## src/sv/tpc_ram.sv

```systemverilog
`timescale 1ns / 1ps
// ----------------------------------------------------------------------------
// tpc_ram
// Generic single write, single read RAM with registered read data.
// ----------------------------------------------------------------------------
module tpc_ram #(
    parameter int WIDTH = 8,
    parameter int DEPTH = 4,
    parameter int AW    = (DEPTH > 1) ? $clog2(DEPTH) : 1
) (
    input  logic             i_clk,
    input  logic             i_we,
    input  logic [AW-1:0]    i_waddr,
    input  logic [WIDTH-1:0] i_wdata,
    input  logic [AW-1:0]    i_raddr,
    output logic [WIDTH-1:0] o_rdata
);

    logic [WIDTH-1:0] r_mem [DEPTH];
    logic [WIDTH-1:0] r_rdata;

    always_ff @(posedge i_clk) begin
        if (i_we) begin
            r_mem[i_waddr] <= i_wdata;
        end
        r_rdata <= r_mem[i_raddr];
    end

    assign o_rdata = r_rdata;

endmodule

```

## config.mk

```make
export PLATFORM = sky130hd
export DESIGN_NAME = tpc_ram
export DESIGN_NICKNAME = d
export VERILOG_FILES = /design/src/sv/tpc_ram.sv
export SDC_FILE = /design/constraint.sdc
export NUM_CORES = 1
export LEC_CHECK = 0
export ABC_AREA = 1
export BUFFER_PORTS_ARGS = -buffer_cell sky130_fd_sc_hd__buf_2
export CAP_MARGIN = 20
export CELL_PAD_IN_SITES_DETAIL_PLACEMENT = 1
export CELL_PAD_IN_SITES_GLOBAL_PLACEMENT = 1
export CORE_MARGIN = 2
export CORE_UTILIZATION = 47
export CTS_CLUSTER_DIAMETER = 50
export DETAILED_ROUTE_END_ITERATION = 16
export PLACE_DENSITY_LB_ADDON = 0.1
export SETUP_SLACK_MARGIN = 0.2
export SYNTH_ARGS = -nofsm -noshare
export SYNTH_HDL_FRONTEND = slang
export SYNTH_SLANG_ARGS = --single-unit
```

## constraint.sdc

```tcl
create_clock -name i_clk -period 3.6 [get_ports i_clk]
set_clock_uncertainty 0.2 [all_clocks]
set_input_delay 0.36 -clock i_clk [delete_from_list [all_inputs] [get_ports i_clk]]
set_output_delay 0.36 -clock i_clk [all_outputs]
set_load 0.005 [all_outputs]
```

==> metrics <==
CP Data Required Time 3040 ps; Clock Pin Slew Worst Setup and Hold Paths 100 ps; Initial Util 49.9%; core area 3100 um^2; syn avg cell area 11.0 um^2; Critical-path top delay cell dfxtp_1; setup bufs post-CTS 0; Slew headroom 77.7%; first-pass GRT wire length 4570 um; Post-synth ARST share 0%; maximum vdd drop 0.000242 V; pwr/cell area 454 nW/um^2; R2R depth 4; Chip Width 61.4 um; Pleak 0.826 nW; row count 20; Hold Startpoint i_wdata[2]; Crit Reg-Reg Endpoint o_rdata[4]; top cells by instance count after synthesis 40 x nand2_1, 36 x inv_1, 32 x edfxtp_1, 16 x nand3_1, 8 x dfxtp_1; Skew-Pair Late Insertion Delay 330 ps; outcome finished clean; Filler cells 374; largest cells by area after synthesis edfxtp_1 62%, dfxtp_1 10%, nand2_1 9.7%; mapped cell area 1550 um^2; CP Buf/Inv Count 1; Initial DRC Count 24; Synth top area share 62.1%; port bufs 21; multi-input logic area 250 um^2; crit-path max FO 1; CTS tree built; # diodes 0; reg2reg setup slack 2650 ps; Setup TNS 0 ps; CP Class reg -> out; #FFs+latches synth 40; die height 61.4 um; final setup fails 0; Synth Instances 141; DRT antenna net count 0; # resized after CTS 0; IO Pins 22; nets 183; TritonRoute pass-1 iters 6; Die Area 3770 um^2; crit path cell chain buf_2; largest net degree at the start of global routing 18; number of enable flip-flop cells after synthesis 32; Reg-to-Reg Start r_mem[3][4]; clk buf depth 2; CTS H-tree lvls 2; GPL Wtd Cong 0.809; hpwl dp 2160 um; Synth cell types 10; hold buffer count at CTS 0; Yosys Warn Count 0; final period utilization 36.6%; RSZ-0062 raised after global routing no; drt drc 0; register area 1120 um^2; Primary FF master, synth edfxtp_1; Via Count 987; Total GRT Usage 18.5%; minimum clock period 1320 ps; startpoint types flip-flop; achievable frequency 759 MHz; worst hold path stage count 1; Worst EP arrival 760 ps; CP top delay family flip-flops; initial antenna violation count 0; layout cell share with drive strength beyond 1 18.3%; max-cap violations 0; Sink Count 40; hold path endpoint r_mem[1][2]; Avg WL per Cell 13.6 um; register area share after synthesis 72.4%; Hold Slack 57.5 ps; Mapped Nets 155; number of max-slew violations in the final report 0; grt ovf 0; cell taking the most area after synthesis edfxtp_1; max incr delay on CP 320 ps; Hold Vio Cnt, Final 0; CP Capture Type primary output; Worst Hold Class in -> reg; CTS buffer count 5; Via density 4.63; vias in the first global route 957; root buffer cell clkbuf_4; worst slew pin tran 335 ps; Area growth syn-to-layout 12.8%; final WL 2910 um; count leader, synth nand2_1
==> cell type report <==
class                      count  area share (%)
timing repair buffer          25            7.60
tap                           44            3.15
sequential                    40            64.2
clock buffer                   5            2.15
inverter                      37            8.10
multi-input combinational     60            14.3
clock inverter                 2           0.430
==> cell families after synthesis <==
kind of cell / synth area share [%]
buffers and inverters: 11.4
and+or+nand+nor: 16.2
DFF: 72.4
==> where the power goes <==
group,internal [W],switching (W),leakage (nW)
clock,0.0000682,0.000126,0.0261
combinational,0.0000241,0.0000409,0.439
sequential,0.000526,0.00000705,0.361
==> cell usage in the layout, fill, tap and decap left out <==
cell type,Yosys,final
nand2_1,40,40
inv_1,36,36
edfxtp_1,32,32
buf_2,1,22
nand3_1,16,16
clkbuf_4,0,8
dfxtp_1,8,8
nor3_1,4,4
clkinv_1,0,2
inv_4,1,1
==> worst max path at each step <==
stage | startpoint | to | slack (ps) | cells after the start
finish | o_rdata[1] | o_rdata[1] | 2280 | 1
global route | o_rdata[0] | o_rdata[0] | 2220 | 1
CTS | i_waddr[0] | r_mem[3][4] | 1900 | 3
detailed placement | i_waddr[0] | r_mem[3][2] | 1530 | 3
global placement | i_waddr[0] | r_mem[1][6] | 1620 | 3
floorplan | i_waddr[0] | r_mem[3][0] | 1980 | 2
==> sequential cells by signal, indices dropped and copies added (netlist names) <==
register and count:
o_rdata 8, r_mem 32
==> stage by stage <==
stage          setup WS, ps  std cells  utilization, %  total power [W]  instance area, um^2
3_3_place_gp           1620        202            53.9         0.000606                 1670
6_report               2280        213            56.3         0.000793                 1750
4_1_cts                1900        209            55.4         0.000801                 1720
5_1_grt                2220        213            56.3         0.000835                 1750
3_5_place_dp           1530        202            53.9         0.000609                 1670
2_1_floorplan          1980        141               -         0.000579                 1550
==> routing by layer <==
layer / part of all wire [%] / up-vias / GRT usage [%]
li1: - / 494 / -
met1: 48 / 461 / 24.8
met2: 47 / 23 / 28.0
met3: 2.8 / 9 / 4.41
met4: 2.2 / 0 / 10.3
met5: 0 / - / 0
No activity file was read; power rests on OpenSTA's default activity.
