$ cat src/sv/tpc_pkg.sv
`timescale 1ns / 1ps
// ----------------------------------------------------------------------------
// tpc_pkg
// Types and constants shared by the pose conditioner modules.
// ----------------------------------------------------------------------------
package tpc_pkg;

    typedef struct packed {
        logic [3:0]         tracker_id;
        logic signed [31:0] pos_x;
        logic signed [31:0] pos_y;
        logic signed [31:0] pos_z;
        logic signed [15:0] quat_w;
        logic signed [15:0] quat_x;
        logic signed [15:0] quat_y;
        logic signed [15:0] quat_z;
        logic [16:0]        confidence;
        logic [15:0]        gap_ms;
    } t_in_item;

    typedef struct packed {
        logic               accepted;
        logic signed [31:0] out_x;
        logic signed [31:0] out_y;
        logic signed [31:0] out_z;
        logic signed [15:0] rot_w;
        logic signed [15:0] rot_x;
        logic signed [15:0] rot_y;
        logic signed [15:0] rot_z;
        logic signed [31:0] vel_x;
        logic signed [31:0] vel_y;
        logic signed [31:0] vel_z;
        logic               tracking_ok;
    } t_out_item;

    typedef enum logic [2:0] {
        CFG_ENABLE_MASK = 3'd0,
        CFG_OK_CONF     = 3'd1,
        CFG_HIP_MIN     = 3'd2,
        CFG_HIP_MAX     = 3'd3,
        CFG_FOOT_MIN    = 3'd4,
        CFG_FOOT_MAX    = 3'd5,
        CFG_MAX_SPEED   = 3'd6,
        CFG_MAX_GAP     = 3'd7
    } t_cfg_idx;

    localparam logic [9:0]  RST_ENABLE_MASK = 10'd0;
    localparam logic [16:0] RST_OK_CONF     = 17'd39322;
    localparam logic [31:0] RST_HIP_MIN     = 32'd52429;
    localparam logic [31:0] RST_HIP_MAX     = 32'd78643;
    localparam logic [31:0] RST_FOOT_MIN    = 32'd0;
    localparam logic [31:0] RST_FOOT_MAX    = 32'd19661;
    localparam logic [30:0] RST_MAX_SPEED   = 31'd327680;
    localparam logic [15:0] RST_MAX_GAP     = 16'd100;

    localparam int MASK_BITS = 10;
    localparam logic [16:0] CONF_ONE = 17'd65536;

    // blend: 0.975 new + 0.025 prev = (39 new + prev) / 40, round half up
    localparam logic signed [39:0] BLEND_NEW   = 40'sd39;
    localparam logic signed [39:0] BLEND_ROUND = 40'sd20;
    localparam logic [39:0]        BLEND_BIAS  = 40'd39;
    // /40 is >>3 then /5, the /5 done on two halves by reciprocal multiply
    localparam logic [16:0]        BLEND_DIV5  = 17'd5;
    localparam logic [17:0]        DIV5_HI_MUL = 18'd209716;   // ceil(2^20 / 5)
    localparam logic [21:0]        DIV5_LO_MUL = 22'd3355444;  // ceil(2^24 / 5)

    localparam logic [42:0] VEL_SCALE = 43'd1000;
    localparam int          QUAT_SHIFT = 28;
    localparam logic [63:0] ROT_ONE = 64'd16384;

    // prev_raw x/y/z then prev_out x/y/z
    localparam int MEM_W = 192;

endpackage

$ cat src/sv/tpc_sqrt.sv
`timescale 1ns / 1ps
// ----------------------------------------------------------------------------
// tpc_sqrt
// Integer square root of a 64-bit value, two radicand bits per cycle.
// ----------------------------------------------------------------------------
module tpc_sqrt
    import tpc_pkg::*;
(
    input  logic        i_clk,
    input  logic        i_rst_n,
    input  logic        i_start,
    input  logic [63:0] i_rad,
    output logic        o_done,
    output logic [31:0] o_root
);

    logic [63:0] r_rad;
    logic [33:0] r_rem;
    logic [31:0] r_root;
    logic [4:0]  r_cnt;
    logic        r_busy;
    logic        r_done;

    logic [35:0] rem_sh;
    logic [35:0] trial;
    logic        ge;

    assign rem_sh = {r_rem, r_rad[63:62]};
    assign trial  = {2'b00, r_root, 2'b01};
    assign ge     = rem_sh >= trial;

    always_ff @(posedge i_clk) begin
        if (!i_rst_n) begin
            r_busy <= 1'b0;
            r_done <= 1'b0;
            r_cnt  <= '0;
        end else begin
            r_done <= 1'b0;
            if (i_start) begin
                r_busy <= 1'b1;
                r_cnt  <= '0;
                r_rem  <= '0;
                r_root <= '0;
                r_rad  <= i_rad;
            end else if (r_busy) begin
                r_rem  <= ge ? 34'(rem_sh - trial) : rem_sh[33:0];
                r_root <= {r_root[30:0], ge};
                r_rad  <= {r_rad[61:0], 2'b00};
                r_cnt  <= r_cnt + 5'd1;
                if (r_cnt == 5'd31) begin
                    r_busy <= 1'b0;
                    r_done <= 1'b1;
                end
            end
        end
    end

    assign o_done = r_done;
    assign o_root = r_root;

endmodule

$ cat config.mk
export PLATFORM = sky130hd
export DESIGN_NAME = tpc_sqrt
export DESIGN_NICKNAME = d
export VERILOG_FILES = /design/src/sv/tpc_pkg.sv /design/src/sv/tpc_sqrt.sv
export SDC_FILE = /design/constraint.sdc
export NUM_CORES = 1
export LEC_CHECK = 0
export BUFFER_PORTS_ARGS = -buffer_cell sky130_fd_sc_hd__buf_2
export CAP_MARGIN = 10
export CORE_ASPECT_RATIO = 1.1
export CORE_MARGIN = 1.5
export CORE_UTILIZATION = 45
export DETAILED_ROUTE_END_ITERATION = 7
export PLACE_DENSITY_LB_ADDON = 0.08
export SLEW_MARGIN = 20
export SYNTH_ARGS = -nofsm -noshare
export SYNTH_HDL_FRONTEND = slang
export SYNTH_SLANG_ARGS = --single-unit
$ cat constraint.sdc
create_clock -name i_clk -period 11.3 [get_ports i_clk]
set_input_delay 1.13 -clock i_clk [delete_from_list [all_inputs] [get_ports i_clk]]
set_output_delay 1.13 -clock i_clk [all_outputs]
set_load 0.01 [all_outputs]
==> results_dict.tcl <==
set metrics [dict create \
    end_kind "register" \
    grt_usage 0.1770 \
    dp_hpwl_um 10080 \
    syn_to_final_growth_pct 17.00 \
    reg2reg_to "r_rem[26]" \
    synthArstFlopShare 0 \
    synth-simple-area-share 0.08430 \
    fmax_mhz 268.2 \
    setup-violations-final 0 \
    synth_xor_xnor_area_share 0.04021 \
    synthTopCellsByArea "edfxtp_1, mux2_2, ha_1, nor2_1, mux2i_1" \
    cp_cell_sequence "inv_1, ha_1, a21o_1, a221o_1, a2111oi_0, o41a_1, o211ai_4, nand2_2, inv_1, o31ai_1, o32ai_1" \
    min_period_over_period 0.3299 \
    synth_fa_ha_area_frac 0.06082 \
    std_cell_rows 49 \
    min_path_type "register to register" \
    h-tree-depth 4 \
    root_buffer "clkbuf_16" \
    firstDrtPassIters 5 \
    period_minus_slack_ns 3.728 \
    cp_max_fo 20 \
    core_area_um2 16250 \
    grt_pass1_wl_um 24130 \
    skew_ns 0.01348 \
    drc_errors 0 \
    dr_total_vias 4904 \
    syn_inst 611 \
    worst_pin_slew_ns 0.9604 \
    power_mw 1.472 \
    wirelength_um 14500 \
    grt_overflow 0 \
    whs_ns 0.5223 \
    nFillCells 1428 \
    drtAntennaViolNets 0 \
    finalHoldViolations 0 \
    start_util 0.4558 \
    pre_cts_slack_ns 7.507 \
    syn_area_um2 7406 \
    synth_top_area_share 0.5271 \
    cp_slowest_stage_delay_ns 0.66 \
    drive_gt1_frac 0.2823 \
    cts_tree "yes" \
    synth_top_family_by_area "multiplexers" \
    first_global_vias 5005 \
    die_w_um 125.3 \
    rsz0062_at_grt "false" \
    cts_setup_buffers 0 \
    synth_common_cells "edfxtp_1, nor2_1, mux2_2" \
    vdd_drop_max_v 0.00009738 \
    io_buffers 99 \
    final_nets 809 \
    critical_path_class "register to register" \
    synth_mux_area_frac 0.1254 \
    dieArea_um2 17240 \
    synth.most_common_cell "edfxtp_1" \
    pin_count 100 \
    arrival_ns 3.85 \
    synth.distinct_cells 57 \
    critPathRequiredTime_ns 11.42 \
    avgSynthCellArea_um2 12.12 \
    synth_top_cell_by_area "edfxtp_1" \
    wl_per_cell_um 15.69 \
    cts_hold_buf 0 \
    ys_seq_area_frac 0.5460 \
    die_height_um 137.6 \
    outcome "finished clean" \
    cap_violations 0 \
    slowest_stage "a2111oi_0" \
    gp_congestion 0.8340 \
    synth-edff-count 130 \
    yosysWarnings 0 \
    slew_violations 0 \
    worstHoldStart "r_cnt[4]" \
    synth_ff_type "edfxtp_1" \
    grt_antenna_before_repair 2 \
    rrSetupSlack_ns 7.57 \
    setup_slack_ns 7.572 \
    place_area_um2 8077 \
    p_leak_nw 3.626 \
    worstReg2RegStart "o_root[0]" \
    synth-seq-cells 137 \
    whs_path_depth 2 \
    cellPowerDensity_nw_per_um2 169.9 \
    relSlewSlack 0.3597 \
    cts_num_sinks 137 \
    cts_made_buffers 17 \
    crit_path_start_kind "register" \
    dp.cells 891 \
    path_clk_slew_ns 0.06 \
    clk_latency_ns 0.42 \
    cts_resized 0 \
    final_util 0.5333 \
    holdPathEnd "r_cnt[4]" \
    synth_fp_nets 714 \
    grt_start_max_net_pins 78 \
    stdcell_area_um2 8665 \
    ff2ff_path_depth 11 \
    cts.path.max_buffers 2 \
    synth_compound_area_frac 0.1058 \
    tns_ns 0 \
    drt-initial-drc-count 257 \
    routed_via_density 5.307 \
    crit_top_cell "inv_1" \
    final-instance-count-excl-fill 924 \
]
## area by class of cell
cell class                 count  area, um^2  area share
tap                          204       255.2     0.02946
multi-input combinational    404        3092      0.3568
sequential                   137        4044      0.4667
clock inverter                15       160.2     0.01848
inverter                      44       165.2     0.01906
clock buffer                  17       425.4     0.04910
timing repair buffer         102       520.5     0.06007
antenna                        1       2.502   0.0002888
## power breakdown
| group | switching (mW) | total [mW] | internal, mW | leakage (nW) |
|---|---|---|---|---|
| registers | 0.0170 | 0.625 | 0.608 | 1.31 |
| logic | 0.159 | 0.289 | 0.130 | 2.03 |
| clock network | 0.229 | 0.558 | 0.329 | 0.283 |
## routing by layer
layer  track usage  routed length [um]
met4       0.07134                 276
met3       0.05903                 929
met1        0.2223                6493
met2        0.2838                6797
met5             0                   0
## cell families after synthesis
group	after synthesis
AO/OA/AOI/OAI	109
buffers and inverters	70
flip-flops	137
adder cells (fa/ha/maj)	36
AND/OR/NAND/NOR	140
XOR/XNOR	34
multiplexers	85
## cell usage in the layout, fill, tap and decap left out, drive strengths merged, types with 4 or more instances in the layout
master	count
a211oi	4
a21boi	4
a21o	21
a21oi	21
a31oi	4
and3	4
buf	102
clkbuf	17
dfxtp	7
edfxtp	130
ha	36
inv	52
mux2	62
mux2i	23
nand2	30
nand4	9
nor2	73
o211ai	5
o21a	6
o21ai	16
o21bai	4
o22ai	4
xnor2	22
xor2	12
## state kept, by name (all words and copies together) (netlist names)
signal and flops:
o_done 1, o_root 32, r_busy 1, r_cnt 5
r_rad 64, r_rem 34
## worst max path at each step
stage          startpoint         to  depth (start not counted)
3_5_place_dp      i_start  o_root[5]                          3
5_1_grt         o_root[5]  r_rem[26]                         11
4_1_cts          r_rem[7]  r_rem[26]                         10
2_1_floorplan     i_start  o_root[0]                          3
6_report        o_root[0]  r_rem[26]                         11
3_3_place_gp      i_start  o_root[5]                          3
## critical path: cells and delay by family, from the launching register on
kind | cells | cell delay (ns)
AO/OA/AOI/OAI | 7 | 2.18
AND/OR/NAND/NOR | 1 | 0.30
buffers and inverters | 2 | 0.26
flip-flops | 1 | 0.40
adder cells (fa/ha/maj) | 1 | 0.29
No activity file was read; power rests on OpenSTA's default activity.
