$ cat src/sv/tpc_pkg.sv
`timescale 1ns / 1ps
// ----------------------------------------------------------------------------
// tpc_pkg
// Types and constants shared by the pose conditioner modules.
// ----------------------------------------------------------------------------
package tpc_pkg;

    typedef struct packed {
        logic [3:0]         tracker_id;
        logic signed [31:0] pos_x;
        logic signed [31:0] pos_y;
        logic signed [31:0] pos_z;
        logic signed [15:0] quat_w;
        logic signed [15:0] quat_x;
        logic signed [15:0] quat_y;
        logic signed [15:0] quat_z;
        logic [16:0]        confidence;
        logic [15:0]        gap_ms;
    } t_in_item;

    typedef struct packed {
        logic               accepted;
        logic signed [31:0] out_x;
        logic signed [31:0] out_y;
        logic signed [31:0] out_z;
        logic signed [15:0] rot_w;
        logic signed [15:0] rot_x;
        logic signed [15:0] rot_y;
        logic signed [15:0] rot_z;
        logic signed [31:0] vel_x;
        logic signed [31:0] vel_y;
        logic signed [31:0] vel_z;
        logic               tracking_ok;
    } t_out_item;

    typedef enum logic [2:0] {
        CFG_ENABLE_MASK = 3'd0,
        CFG_OK_CONF     = 3'd1,
        CFG_HIP_MIN     = 3'd2,
        CFG_HIP_MAX     = 3'd3,
        CFG_FOOT_MIN    = 3'd4,
        CFG_FOOT_MAX    = 3'd5,
        CFG_MAX_SPEED   = 3'd6,
        CFG_MAX_GAP     = 3'd7
    } t_cfg_idx;

    localparam logic [9:0]  RST_ENABLE_MASK = 10'd0;
    localparam logic [16:0] RST_OK_CONF     = 17'd39322;
    localparam logic [31:0] RST_HIP_MIN     = 32'd52429;
    localparam logic [31:0] RST_HIP_MAX     = 32'd78643;
    localparam logic [31:0] RST_FOOT_MIN    = 32'd0;
    localparam logic [31:0] RST_FOOT_MAX    = 32'd19661;
    localparam logic [30:0] RST_MAX_SPEED   = 31'd327680;
    localparam logic [15:0] RST_MAX_GAP     = 16'd100;

    localparam int MASK_BITS = 10;
    localparam logic [16:0] CONF_ONE = 17'd65536;

    // blend: 0.975 new + 0.025 prev = (39 new + prev) / 40, round half up
    localparam logic signed [39:0] BLEND_NEW   = 40'sd39;
    localparam logic signed [39:0] BLEND_ROUND = 40'sd20;
    localparam logic [39:0]        BLEND_BIAS  = 40'd39;
    // /40 is >>3 then /5, the /5 done on two halves by reciprocal multiply
    localparam logic [16:0]        BLEND_DIV5  = 17'd5;
    localparam logic [17:0]        DIV5_HI_MUL = 18'd209716;   // ceil(2^20 / 5)
    localparam logic [21:0]        DIV5_LO_MUL = 22'd3355444;  // ceil(2^24 / 5)

    localparam logic [42:0] VEL_SCALE = 43'd1000;
    localparam int          QUAT_SHIFT = 28;
    localparam logic [63:0] ROT_ONE = 64'd16384;

    // prev_raw x/y/z then prev_out x/y/z
    localparam int MEM_W = 192;

endpackage

$ cat src/sv/tpc_div.sv
`timescale 1ns / 1ps
// ----------------------------------------------------------------------------
// tpc_div
// Unsigned restoring divider, 64 by 32 bits, one quotient bit per cycle.
// ----------------------------------------------------------------------------
module tpc_div
    import tpc_pkg::*;
(
    input  logic        i_clk,
    input  logic        i_rst_n,
    input  logic        i_start,
    input  logic [63:0] i_num,
    input  logic [31:0] i_den,
    output logic        o_done,
    output logic [63:0] o_quot
);

    logic [31:0] r_rem;
    logic [63:0] r_quot;
    logic [31:0] r_den;
    logic [5:0]  r_cnt;
    logic        r_busy;
    logic        r_done;

    logic [32:0] rem_sh;
    logic        ge;

    assign rem_sh = {r_rem, r_quot[63]};
    assign ge     = rem_sh >= {1'b0, r_den};

    always_ff @(posedge i_clk) begin
        if (!i_rst_n) begin
            r_busy <= 1'b0;
            r_done <= 1'b0;
            r_cnt  <= '0;
        end else begin
            r_done <= 1'b0;
            if (i_start) begin
                r_busy <= 1'b1;
                r_cnt  <= '0;
                r_rem  <= '0;
                r_quot <= i_num;
                r_den  <= i_den;
            end else if (r_busy) begin
                r_rem  <= ge ? 32'(rem_sh - {1'b0, r_den}) : rem_sh[31:0];
                r_quot <= {r_quot[62:0], ge};
                r_cnt  <= r_cnt + 6'd1;
                if (r_cnt == 6'd63) begin
                    r_busy <= 1'b0;
                    r_done <= 1'b1;
                end
            end
        end
    end

    assign o_done = r_done;
    assign o_quot = r_quot;

endmodule

$ cat config.mk
export PLATFORM = sky130hd
export DESIGN_NAME = tpc_div
export DESIGN_NICKNAME = d
export VERILOG_FILES = /design/src/sv/tpc_pkg.sv /design/src/sv/tpc_div.sv
export SDC_FILE = /design/constraint.sdc
export NUM_CORES = 1
export LEC_CHECK = 0
export BUFFER_PORTS_ARGS = -buffer_cell sky130_fd_sc_hd__buf_2
export CAP_MARGIN = 10
export CORE_ASPECT_RATIO = 2
export CORE_MARGIN = 2
export CORE_UTILIZATION = 28
export CTS_CLUSTER_SIZE = 40
export DETAILED_ROUTE_END_ITERATION = 7
export GPL_TIMING_DRIVEN = 0
export PLACE_DENSITY = 0.48
export SLEW_MARGIN = 5
export SYNTH_ARGS = -nofsm -noshare
export SYNTH_HDL_FRONTEND = slang
export SYNTH_SLANG_ARGS = --single-unit
$ cat constraint.sdc
create_clock -name i_clk -period 4.81 [get_ports i_clk]
set_clock_uncertainty 0.2 [all_clocks]
set_input_delay 0 -clock i_clk [delete_from_list [all_inputs] [get_ports i_clk]]
set_output_delay 0 -clock i_clk [all_outputs]
set_load 0.05 [all_outputs]
==> flow_summary.json, run 1 <==
{
  "power_frac_clock": 0.351,
  "via_count": 5768,
  "antenna_found_initial": 0,
  "postSynthAreaPerCell_um2": 12.2,
  "holdWs_ns": 0.0734,
  "yosysSeqAreaShare": 0.541,
  "p_sw_frac": 0.312,
  "synth_ff_type": "edfxtp_1",
  "hp-start": "i_den[4]",
  "vdd.ir_drop.worst_mv": 0.241,
  "setup.worst_path.start": "r_den[18]",
  "reg2regPathDepth": 14,
  "diodes": 0,
  "ioPinCount": 164,
  "drc_errors": 0,
  "p_int_w": 0.00267,
  "multi_input_area_mm2": 0.00311,
  "globalRouteTotalUtil": 0.153,
  "worstPathArrival_ns": 3.85,
  "cp_max_fo": 10,
  "grt_pass1_vias": 6216,
  "postLayoutCellArea_mm2": 0.0103,
  "syn_area_mm2": 0.00740,
  "postSynthCellCount": 608,
  "die_area_mm2": 0.0278,
  "start_util": 0.283,
  "yosysWarnings": 0,
  "cts_tree": "done",
  "synth.top_cells.by_count": "edfxtp_1, mux2_2, nor2_1",
  "worstHoldEndpoint": "r_den[4]",
  "clock_latency_ns": 0.44,
  "grt_max_degree": 49,
  "seq_area_mm2": 0.00400,
  "r2r_slack_ns": 0.92,
  "holdBufCountCts": 97,
  "post-route-period-util": 0.808,
  "start_kind": "flop",
  "synth-edff-count": 128,
  "clock-sinks": 136,
  "placed_cell_area_mm2": 0.00871,
  "h-tree-depth": 4,
  "p_comb_frac": 0.272,
  "hold_violations": 0,
  "postCtsSetupBuffers": 0,
  "clk_pin_slew_ns": 0.06,
  "syn_nets": 741,
  "area_growth_pct": 39.1,
  "post-synth-top-count-cell": "edfxtp_1",
  "synthArstFlopShare": 0,
  "crit_type": "reg2reg",
  "routed_via_density": 4.63,
  "dieHeight_um": 234,
  "p_sw_w": 0.00121,
  "worst_pin_slew_ns": 0.761,
  "holdCritPathClass": "in2reg",
  "rsz0062_at_grt": "no",
  "n_fill_cell": 2546,
  "critPathRequiredTime_ns": 4.77,
  "die_w_um": 119,
  "period_minus_slack_ns": 3.89,
  "wl_um": 21000,
  "ys_ff_latch": 136,
  "yosysTopAreaCellShare": 0.520,
  "drtAntennaViolNets": 0,
  "grt_pass1_wl_um": 32600,
  "r2r_end": "r_rem[10]",
  "clockBufferDepth": 2,
  "holdPathStages": 2,
  "place_congestion": 0.823,
  "reg2reg_from": "r_den[18]",
  "drt_first_pass_iters": 4,
  "synth_area_leaders": "edfxtp_1, mux2_2, ha_1, a21oi_1, nor2_1",
  "drv_cap": 0,
  "cts_buffers": 17,
  "worstSetupEndpointType": "flop",
  "cts-root-buf": "clkbuf_16",
  "max-slew-margin-rel": 0.493,
  "fin_tns_setup_ns": 0,
  "leakage_nw": 4.24,
  "wl_per_cell_um": 16.9,
  "grt-ovfl-total": 0,
  "io_buffers": 162,
  "placementRows": 84,
  "drt_iter0_drc": 181,
  "drive_gt1_frac": 0.318,
  "ctsResizeCount": 0,
  "synth.distinct_cells": 63,
  "fmax_ghz": 0.257,
  "powerDensity_mw_per_mm2": 377,
  "postLayoutCoreUtil": 0.393,
  "yosysTopAreaCell": "edfxtp_1",
  "seqPwrFrac": 0.377,
  "fin_nets": 1022,
  "core_mm2": 0.0262,
  "finalSetupViolations": 0,
  "slew_violations": 0,
  "status": "complete, no violations",
  "hpwl_um": 15600
}
==> sequential cells by signal, indices dropped and copies added, names as in the netlist <==
signal and count:
r_cnt 6, r_busy 1, r_den 32, o_done 1
r_rem 32, o_quot 64
==> worst max-delay path, cell delays in order (launching register included) <==
cell and delay (ns):
edfxtp_1 0.37, inv_1 0.14, ha_1 0.24, buf_2 0.16
and3_1 0.18, buf_2 0.16, and2_1 0.17, and3_1 0.23
a31oi_1 0.29, o21ai_2 0.12, a311oi_4 0.66, nor2_4 0.23
buf_6 0.23, mux2i_1 0.16, nor2_1 0.06
==> power groups by stage <==
stage	sequential, W	combinational [W]	clock, W
2_1_floorplan	0.00160	0.000607	0
3_3_place_gp	0.00149	0.000988	0
3_5_place_dp	0.00148	0.000999	0
4_1_cts	0.00146	0.00107	0.00140
5_1_grt	0.00147	0.00115	0.00144
6_report	0.00146	0.00106	0.00136
==> through the flow <==
step                cells  total power, W  setup slack, ns
finish               1246         0.00388            0.923
global route         1246         0.00406            0.709
CTS                  1246         0.00393            0.871
detailed placement   1117         0.00248            0.913
global placement     1114         0.00248           -0.384
floorplan             608         0.00221             1.37
==> layer usage <==
layer / wire (um) / GRT usage / up-vias
met5: 0 / 0 / -
met4: 994 / 0.0852 / 0
met3: 780 / 0.0382 / 46
met2: 11800 / 0.294 / 138
met1: 7410 / 0.146 / 2751
li1: - / - / 2833
==> cells by family (layout without fill, tap and decap cells) <==
group	count (synthesis)	count (layout)	synth area share
and+or+nand+nor	132	132	0.0844
DFF	136	136	0.541
muxes	76	76	0.114
AOI/OAI and AO/OA	136	136	0.130
xor gates and xnor gates	28	28	0.0332
buffers and inverters	66	360	0.0389
adders and majority gates	34	34	0.0585
==> how the worst max path moves through the flow <==
stage / depth (start not counted) / slack [ns] / endpoint
2_1_floorplan: 2 / 1.37 / o_quot[0]
3_3_place_gp: 3 / -0.38 / o_quot[55]
3_5_place_dp: 12 / 0.91 / r_rem[20]
4_1_cts: 12 / 0.87 / r_rem[10]
5_1_grt: 12 / 0.71 / r_rem[7]
6_report: 14 / 0.92 / r_rem[10]
==> cell usage in the layout (no fill, tap or decap), types with 20 or more instances in the layout <==
| cell type | netlist | final |
|---|---|---|
| a21o_1 | 22 | 22 |
| buf_2 | 6 | 168 |
| nor2_1 | 45 | 45 |
| inv_1 | 38 | 38 |
| a21oi_1 | 34 | 34 |
| ha_1 | 33 | 33 |
| mux2_2 | 63 | 63 |
| nand2_1 | 37 | 37 |
| edfxtp_1 | 128 | 128 |
| o21ai_0 | 20 | 20 |
| dlygate4sd3_1 | 0 | 97 |
==> area by class of cell <==
| type | instances | share of cell area |
|---|---|---|
| Multi-Input combinational cell | 406 | 0.303 |
| Timing Repair Buffer | 262 | 0.180 |
| Sequential cell | 136 | 0.389 |
| Inverter | 39 | 0.0142 |
| Buffer | 27 | 0.0137 |
| Tap cell | 344 | 0.0418 |
| Clock inverter | 13 | 0.0164 |
| Clock buffer | 19 | 0.0421 |
Note: power is estimated with default switching activity, not from simulation.
==> inputs of run 2 (changes only) <==
- clock period: 4.81 -> 3.6 ns (I/O delays scaled with it)
==> run 2 against run 1 <==
Register-to-register slack worse by 0.79 ns. Combinational power increased by 39%. Clock power rose by 34%. Count of clock-buffer cells in the layout did not move. First-iteration DRC count up 20%. Die area is the same. Sequential share of layout area down 0.38 points. Largest cell class unchanged. Highest routed layer unchanged.
==> flow_summary.json, run 2 (synthesized netlist as in run 1, its figures left out) <==
{
  "wl_um": 21100,
  "area_growth_pct": 40.4,
  "routed_via_density": 4.66,
  "worst_pin_slew_ns": 0.743,
  "placementRows": 84,
  "final_common_cell": "buf_2",
  "hpwl_um": 15600,
  "place_congestion": 0.823,
  "max-slew-margin-rel": 0.505,
  "globalRouteTotalUtil": 0.154,
  "clock-sinks": 136,
  "die_area_mm2": 0.0278,
  "start_util": 0.283,
  "leakage_nw": 4.28,
  "grt-ovfl-total": 0,
  "via_count": 5831,
  "drive_gt1_frac": 0.332,
  "dieHeight_um": 234,
  "grt_max_degree": 49,
  "placed_cell_area_mm2": 0.00871,
  "core_mm2": 0.0262,
  "dp.cells": 1117,
  "start_kind": "flop",
  "critPathRequiredTime_ns": 3.68,
  "cts-root-buf": "clkbuf_16",
  "period_minus_slack_ns": 3.47,
  "hold_violations": 0,
  "path_cells": "ha_1 > buf_2 > nand3_2 > or3_1 > o21ai_0 > a31oi_2 > a21boi_4 > a311oi_4 > buf_4 > buf_4 > or4b_1 > a211o_1 > o221ai_1",
  "cp_max_fo": 8,
  "die_w_um": 119,
  "h-tree-depth": 4,
  "cts_buffers": 17,
  "largest_reg_flops": 64,
  "cpMostUsedCell": "buf_4",
  "critical_path_buf_inv_count": 3,
  "antenna_found_initial": 0,
  "worstPathArrival_ns": 3.55,
  "drv_cap": 0,
  "fin_cells": 1251,
  "rsz0062_at_grt": "no",
  "grt_pass1_vias": 6247,
  "io_buffers": 162,
  "layout_common_cells": "buf_2, edfxtp_1, dlygate4sd3_1",
  "diodes": 0,
  "drt_iter0_drc": 218,
  "slew_violations": 0,
  "clock_latency_ns": 0.44,
  "fin_tns_setup_ns": 0,
  "status": "complete, no violations",
  "post-route-period-util": 0.964,
  "fmax_ghz": 0.288,
  "clk_pin_slew_ns": 0.06,
  "drt_first_pass_iters": 4,
  "slowest_stage": "or4b_1",
  "critPathTopFamily": "simple AND/OR/NAND/NOR gates",
  "wl_per_cell_um": 16.9,
  "holdCritPathClass": "in2reg",
  "critPathMaxStageDelay_ns": 0.50,
  "powerDensity_mw_per_mm2": 504,
  "worstSetupEndpointType": "flop",
  "postLayoutCellArea_mm2": 0.0104,
  "crit_type": "reg2reg",
  "drtAntennaViolNets": 0,
  "vdd.ir_drop.worst_mv": 0.321,
  "postLayoutCoreUtil": 0.397,
  "fin_nets": 1027,
  "clockBufferDepth": 2,
  "ioPinCount": 164,
  "drc_errors": 0,
  "grt_pass1_wl_um": 32700,
  "finalSetupViolations": 0,
  "holdWs_ns": 0.0724,
  "cts_tree": "done"
}
run 2: cell count changes in the layout (fill, tap and decap cells not counted), sizes merged:
cell,delta
clkbuf,-1
buf,+6
run 2: final cells by class:
type	count	area, um^2
inverters	39	146
well taps	344	430
multi-input cells	406	3150
flip-flops and latches	136	4000
repair buffers	269	1910
clock inverters	13	169
fillers	2540	15800
plain buffers	25	139
clock buffers	19	433
run 2: through the flow:
stage          setup slack [ns]  power [W]
5_1_grt                 0.00150    0.00548
2_1_floorplan             0.161    0.00295
6_report                  0.130    0.00524
3_3_place_gp              -1.59    0.00331
3_5_place_dp             -0.297    0.00332
4_1_cts                  0.0384    0.00529
run 2: power by group:
group | internal (W) | total, W | switching (W)
sequential | 0.00189 | 0.00195 | 0.0000572
clock | 0.00110 | 0.00182 | 0.000722
combinational | 0.000615 | 0.00147 | 0.000851
total | 0.00361 | 0.00524 | 0.00163
run 2: worst paths after layout:
path,from,end,slack [ns],cells after the start
max,r_rem[9],r_rem[15],0.13,13
min,i_den[4],r_den[4],0.07,2
max reg2reg,r_rem[9],r_rem[15],0.13,13
min reg2reg,r_cnt[5],r_cnt[5],0.30,2
run 2: metal layers:
layer,vias to the layer above,GRT usage,share of wire
met3,48,0.0384,0.038
li1,2843,-,-
met2,150,0.293,0.56
met4,0,0.0904,0.049
met5,-,0,0
met1,2790,0.147,0.35
run 2: repair_timing:
item                       4_1_cts  5_1_grt
pin swaps                        2        1
resized for setup                2       10
hold endpoints to repair       130        0
setup endpoints to repair       33        6
buffers inserted                 5        2
hold buffers                    97        0
==> inputs of run 3 (changes only) <==
- ABC_AREA: default -> 1
- PLACE_DENSITY: 0.48 -> 0.47
- TNS_END_PERCENT: default -> 30
==> run 3 against run 2 <==
Final cell count up 44%. Sequential share of layout area is 3.7 points lower. Core utilization decreased by 1.5 points. Count of clock-buffer cells in the layout down 1. Sequential cell count unchanged. Critical path type unchanged. Largest cell class unchanged. Critical path depth up 1. Register-to-register slack better by 0.56 ns. Non-clock buffer count decreased by 7. Via count grew 34%. Setup slack better by 0.56 ns. Worst hold slack lost 0.0062 ns.
==> flow_summary.json, run 3 <==
{
  "status": "complete, no violations",
  "routed_via_density": 4.34,
  "post-route-period-util": 0.809,
  "final_common_cell": "nand2_1",
  "placementRows": 90,
  "synth.distinct_cells": 37,
  "synth_top_family_by_area": "simple AND/OR/NAND/NOR gates",
  "hold_violations": 0,
  "use_met2": 0.348,
  "diodes": 0,
  "via_count": 7803,
  "drc_errors": 0,
  "grt_pass1_vias": 8256,
  "synth_compound_area_frac": 0.0135,
  "cts-root-buf": "clkbuf_16",
  "io_buffers": 162,
  "drive_gt1_frac": 0.170,
  "core_mm2": 0.0301,
  "clk_pin_slew_ns": 0.06,
  "critPathTopFamily": "simple AND/OR/NAND/NOR gates",
  "vdd.ir_drop.worst_mv": 0.354,
  "postSynthAreaPerCell_um2": 7.48,
  "yosysSeqAreaShare": 0.470,
  "synth_area_leaders": "edfxtp_1, nand2_1, inv_1, ha_1, nor2_1",
  "hpwl_um": 21200,
  "drv_cap": 0,
  "layout_common_cells": "nand2_1, inv_1, buf_2",
  "postLayoutCoreUtil": 0.382,
  "slowest_stage": "fa_1",
  "n_fill_cell": 3141,
  "grt-ovfl-total": 0,
  "yosysTopAreaCell": "edfxtp_1",
  "area_growth_pct": 34.7,
  "globalRouteTotalUtil": 0.175,
  "clock-sinks": 136,
  "synth_ff_type": "edfxtp_1",
  "leakage_nw": 5.85,
  "powerDensity_mw_per_mm2": 506,
  "slew_violations": 0,
  "yosysWarnings": 0,
  "cpMostUsedCell": "nand2_1",
  "p_total_w": 0.00581,
  "grt_max_degree": 61,
  "synth.top_cells.by_count": "nand2_1, inv_1, edfxtp_1",
  "post-synth-top-count-cell": "nand2_1",
  "drt_first_pass_iters": 5,
  "worst_pin_slew_ns": 0.846,
  "fmax_ghz": 0.343,
  "holdCritPathClass": "in2reg",
  "antenna_found_initial": 0,
  "finalSetupViolations": 0,
  "synth_mux_area_frac": 0,
  "cts_buffers": 17,
  "grt_busiest_layer": "met2",
  "dieHeight_um": 251,
  "grt_use_met3": 0.0402,
  "wl_um": 27000,
  "syn_nets": 1272,
  "place_congestion": 0.978,
  "crit_type": "reg2reg",
  "syn_area_mm2": 0.00852,
  "largest_reg_flops": 64,
  "critical_path_buf_inv_count": 1,
  "grt_pass1_wl_um": 42300,
  "start_util": 0.283,
  "worstSetupEndpointType": "flop",
  "h-tree-depth": 4,
  "worstPathArrival_ns": 2.91,
  "yosys.area_share.simple": 0.341,
  "synthArstFlopShare": 0,
  "fin_nets": 1552,
  "clock_latency_ns": 0.44,
  "rsz0062_at_grt": "no",
  "cp_max_fo": 4,
  "clockBufferDepth": 2,
  "start_kind": "flop",
  "synth_adder_area_share": 0.0508,
  "critPathRequiredTime_ns": 3.60,
  "yosysTopAreaCellShare": 0.451,
  "cts_tree": "done",
  "drt_iter0_drc": 287,
  "postSynthCellCount": 1139,
  "max-slew-margin-rel": 0.435,
  "drtAntennaViolNets": 0,
  "die_w_um": 127,
  "critPathMaxStageDelay_ns": 0.42,
  "synth-edff-count": 128,
  "wl_per_cell_um": 15.0,
  "path_cells": "ha_1 > fa_1 > inv_1 > nand2_1 > nand2_1 > nand3_1 > nand2_1 > nand2_1 > nand2_1 > nand2_1 > nand3_1 > nand2_1 > nor2_1 > nor2_1",
  "synthXorXnorAreaFrac": 0.0165,
  "grt.met1_usage": 0.156,
  "ys_ff_latch": 136,
  "die_area_mm2": 0.0319,
  "period_minus_slack_ns": 2.91,
  "ioPinCount": 164
}
[run 3: cell count changes in the layout (fill, tap and decap cells not counted), moves of 10 or more]
cell	delta
a21o_1	-22
a21oi_1	-18
a31oi_1	-10
inv_1	+158
mux2_2	-63
mux2i_1	-12
nand2_1	+456
nand2_2	+10
nand3_1	+41
nor2_1	+56
nor2_2	+17
o21ai_0	-17
xnor2_1	-16
[run 3: metrics by stage]
step / hold slack [ns] / TNS [ns] / setup slack [ns] / cell area [um^2] / std cells
floorplan: -0.101 / 0 / 0.288 / 8520 / 1139
global placement: -0.0229 / -116.45 / -1.23 / 9790 / 1669
detailed placement: -0.0218 / 0 / 0.697 / 9820 / 1670
CTS: 0.0376 / 0 / 0.657 / 11500 / 1800
global route: 0.0569 / 0 / 0.577 / 11500 / 1800
finish: 0.0662 / 0 / 0.688 / 11500 / 1800
[run 3: where the power goes]
part           leakage, nW  internal [W]  switching, W
logic                 4.23      0.000576       0.00119
registers             1.31       0.00193     0.0000735
clock network        0.318       0.00130      0.000735
[run 3: routing by layer]
metal / vias to the layer above / part of all wire
met4: 0 / 0.055
met3: 56 / 0.043
met2: 196 / 0.57
met1: 3502 / 0.33
met5: - / 0
li1: 4049 / -
[run 3: final cells by class]
cell class                      count  area (um^2)  area share
Clock buffer                       18          429      0.0374
Tap cell                          368          460      0.0401
Multi-Input combinational cell    776         3600       0.314
Clock inverter                     14          243      0.0212
Inverter                          201          754      0.0657
Sequential cell                   136         4000       0.349
Buffer                             26          166      0.0145
Timing Repair Buffer              261         1820       0.159
[run 3: kinds of logic (layout without fill, tap and decap cells)]
family | after synthesis | count (layout)
buffers and inverters | 227 | 520
adders and majority gates | 34 | 34
and+or+nand+nor | 704 | 704
xor gates and xnor gates | 16 | 16
DFF | 136 | 136
AOI/OAI and AO/OA | 22 | 22
[run 3: what timing repair did]
action                    4_1_cts  5_1_grt
buffers inserted                0        0
hold buffers                   98        0
gates resized for setup         0        0
hold endpoints to repair      104        0
[run 3: path summary, 6_finish.rpt]
path,start,depth (start not counted),slack (ns),to
hold / removal,i_den[8],2,0.07,r_den[8]
hold reg to reg,r_cnt[5],2,0.29,r_cnt[5]
setup reg to reg,r_den[0],14,0.69,r_rem[28]
setup / recovery,r_den[0],14,0.69,r_rem[28]
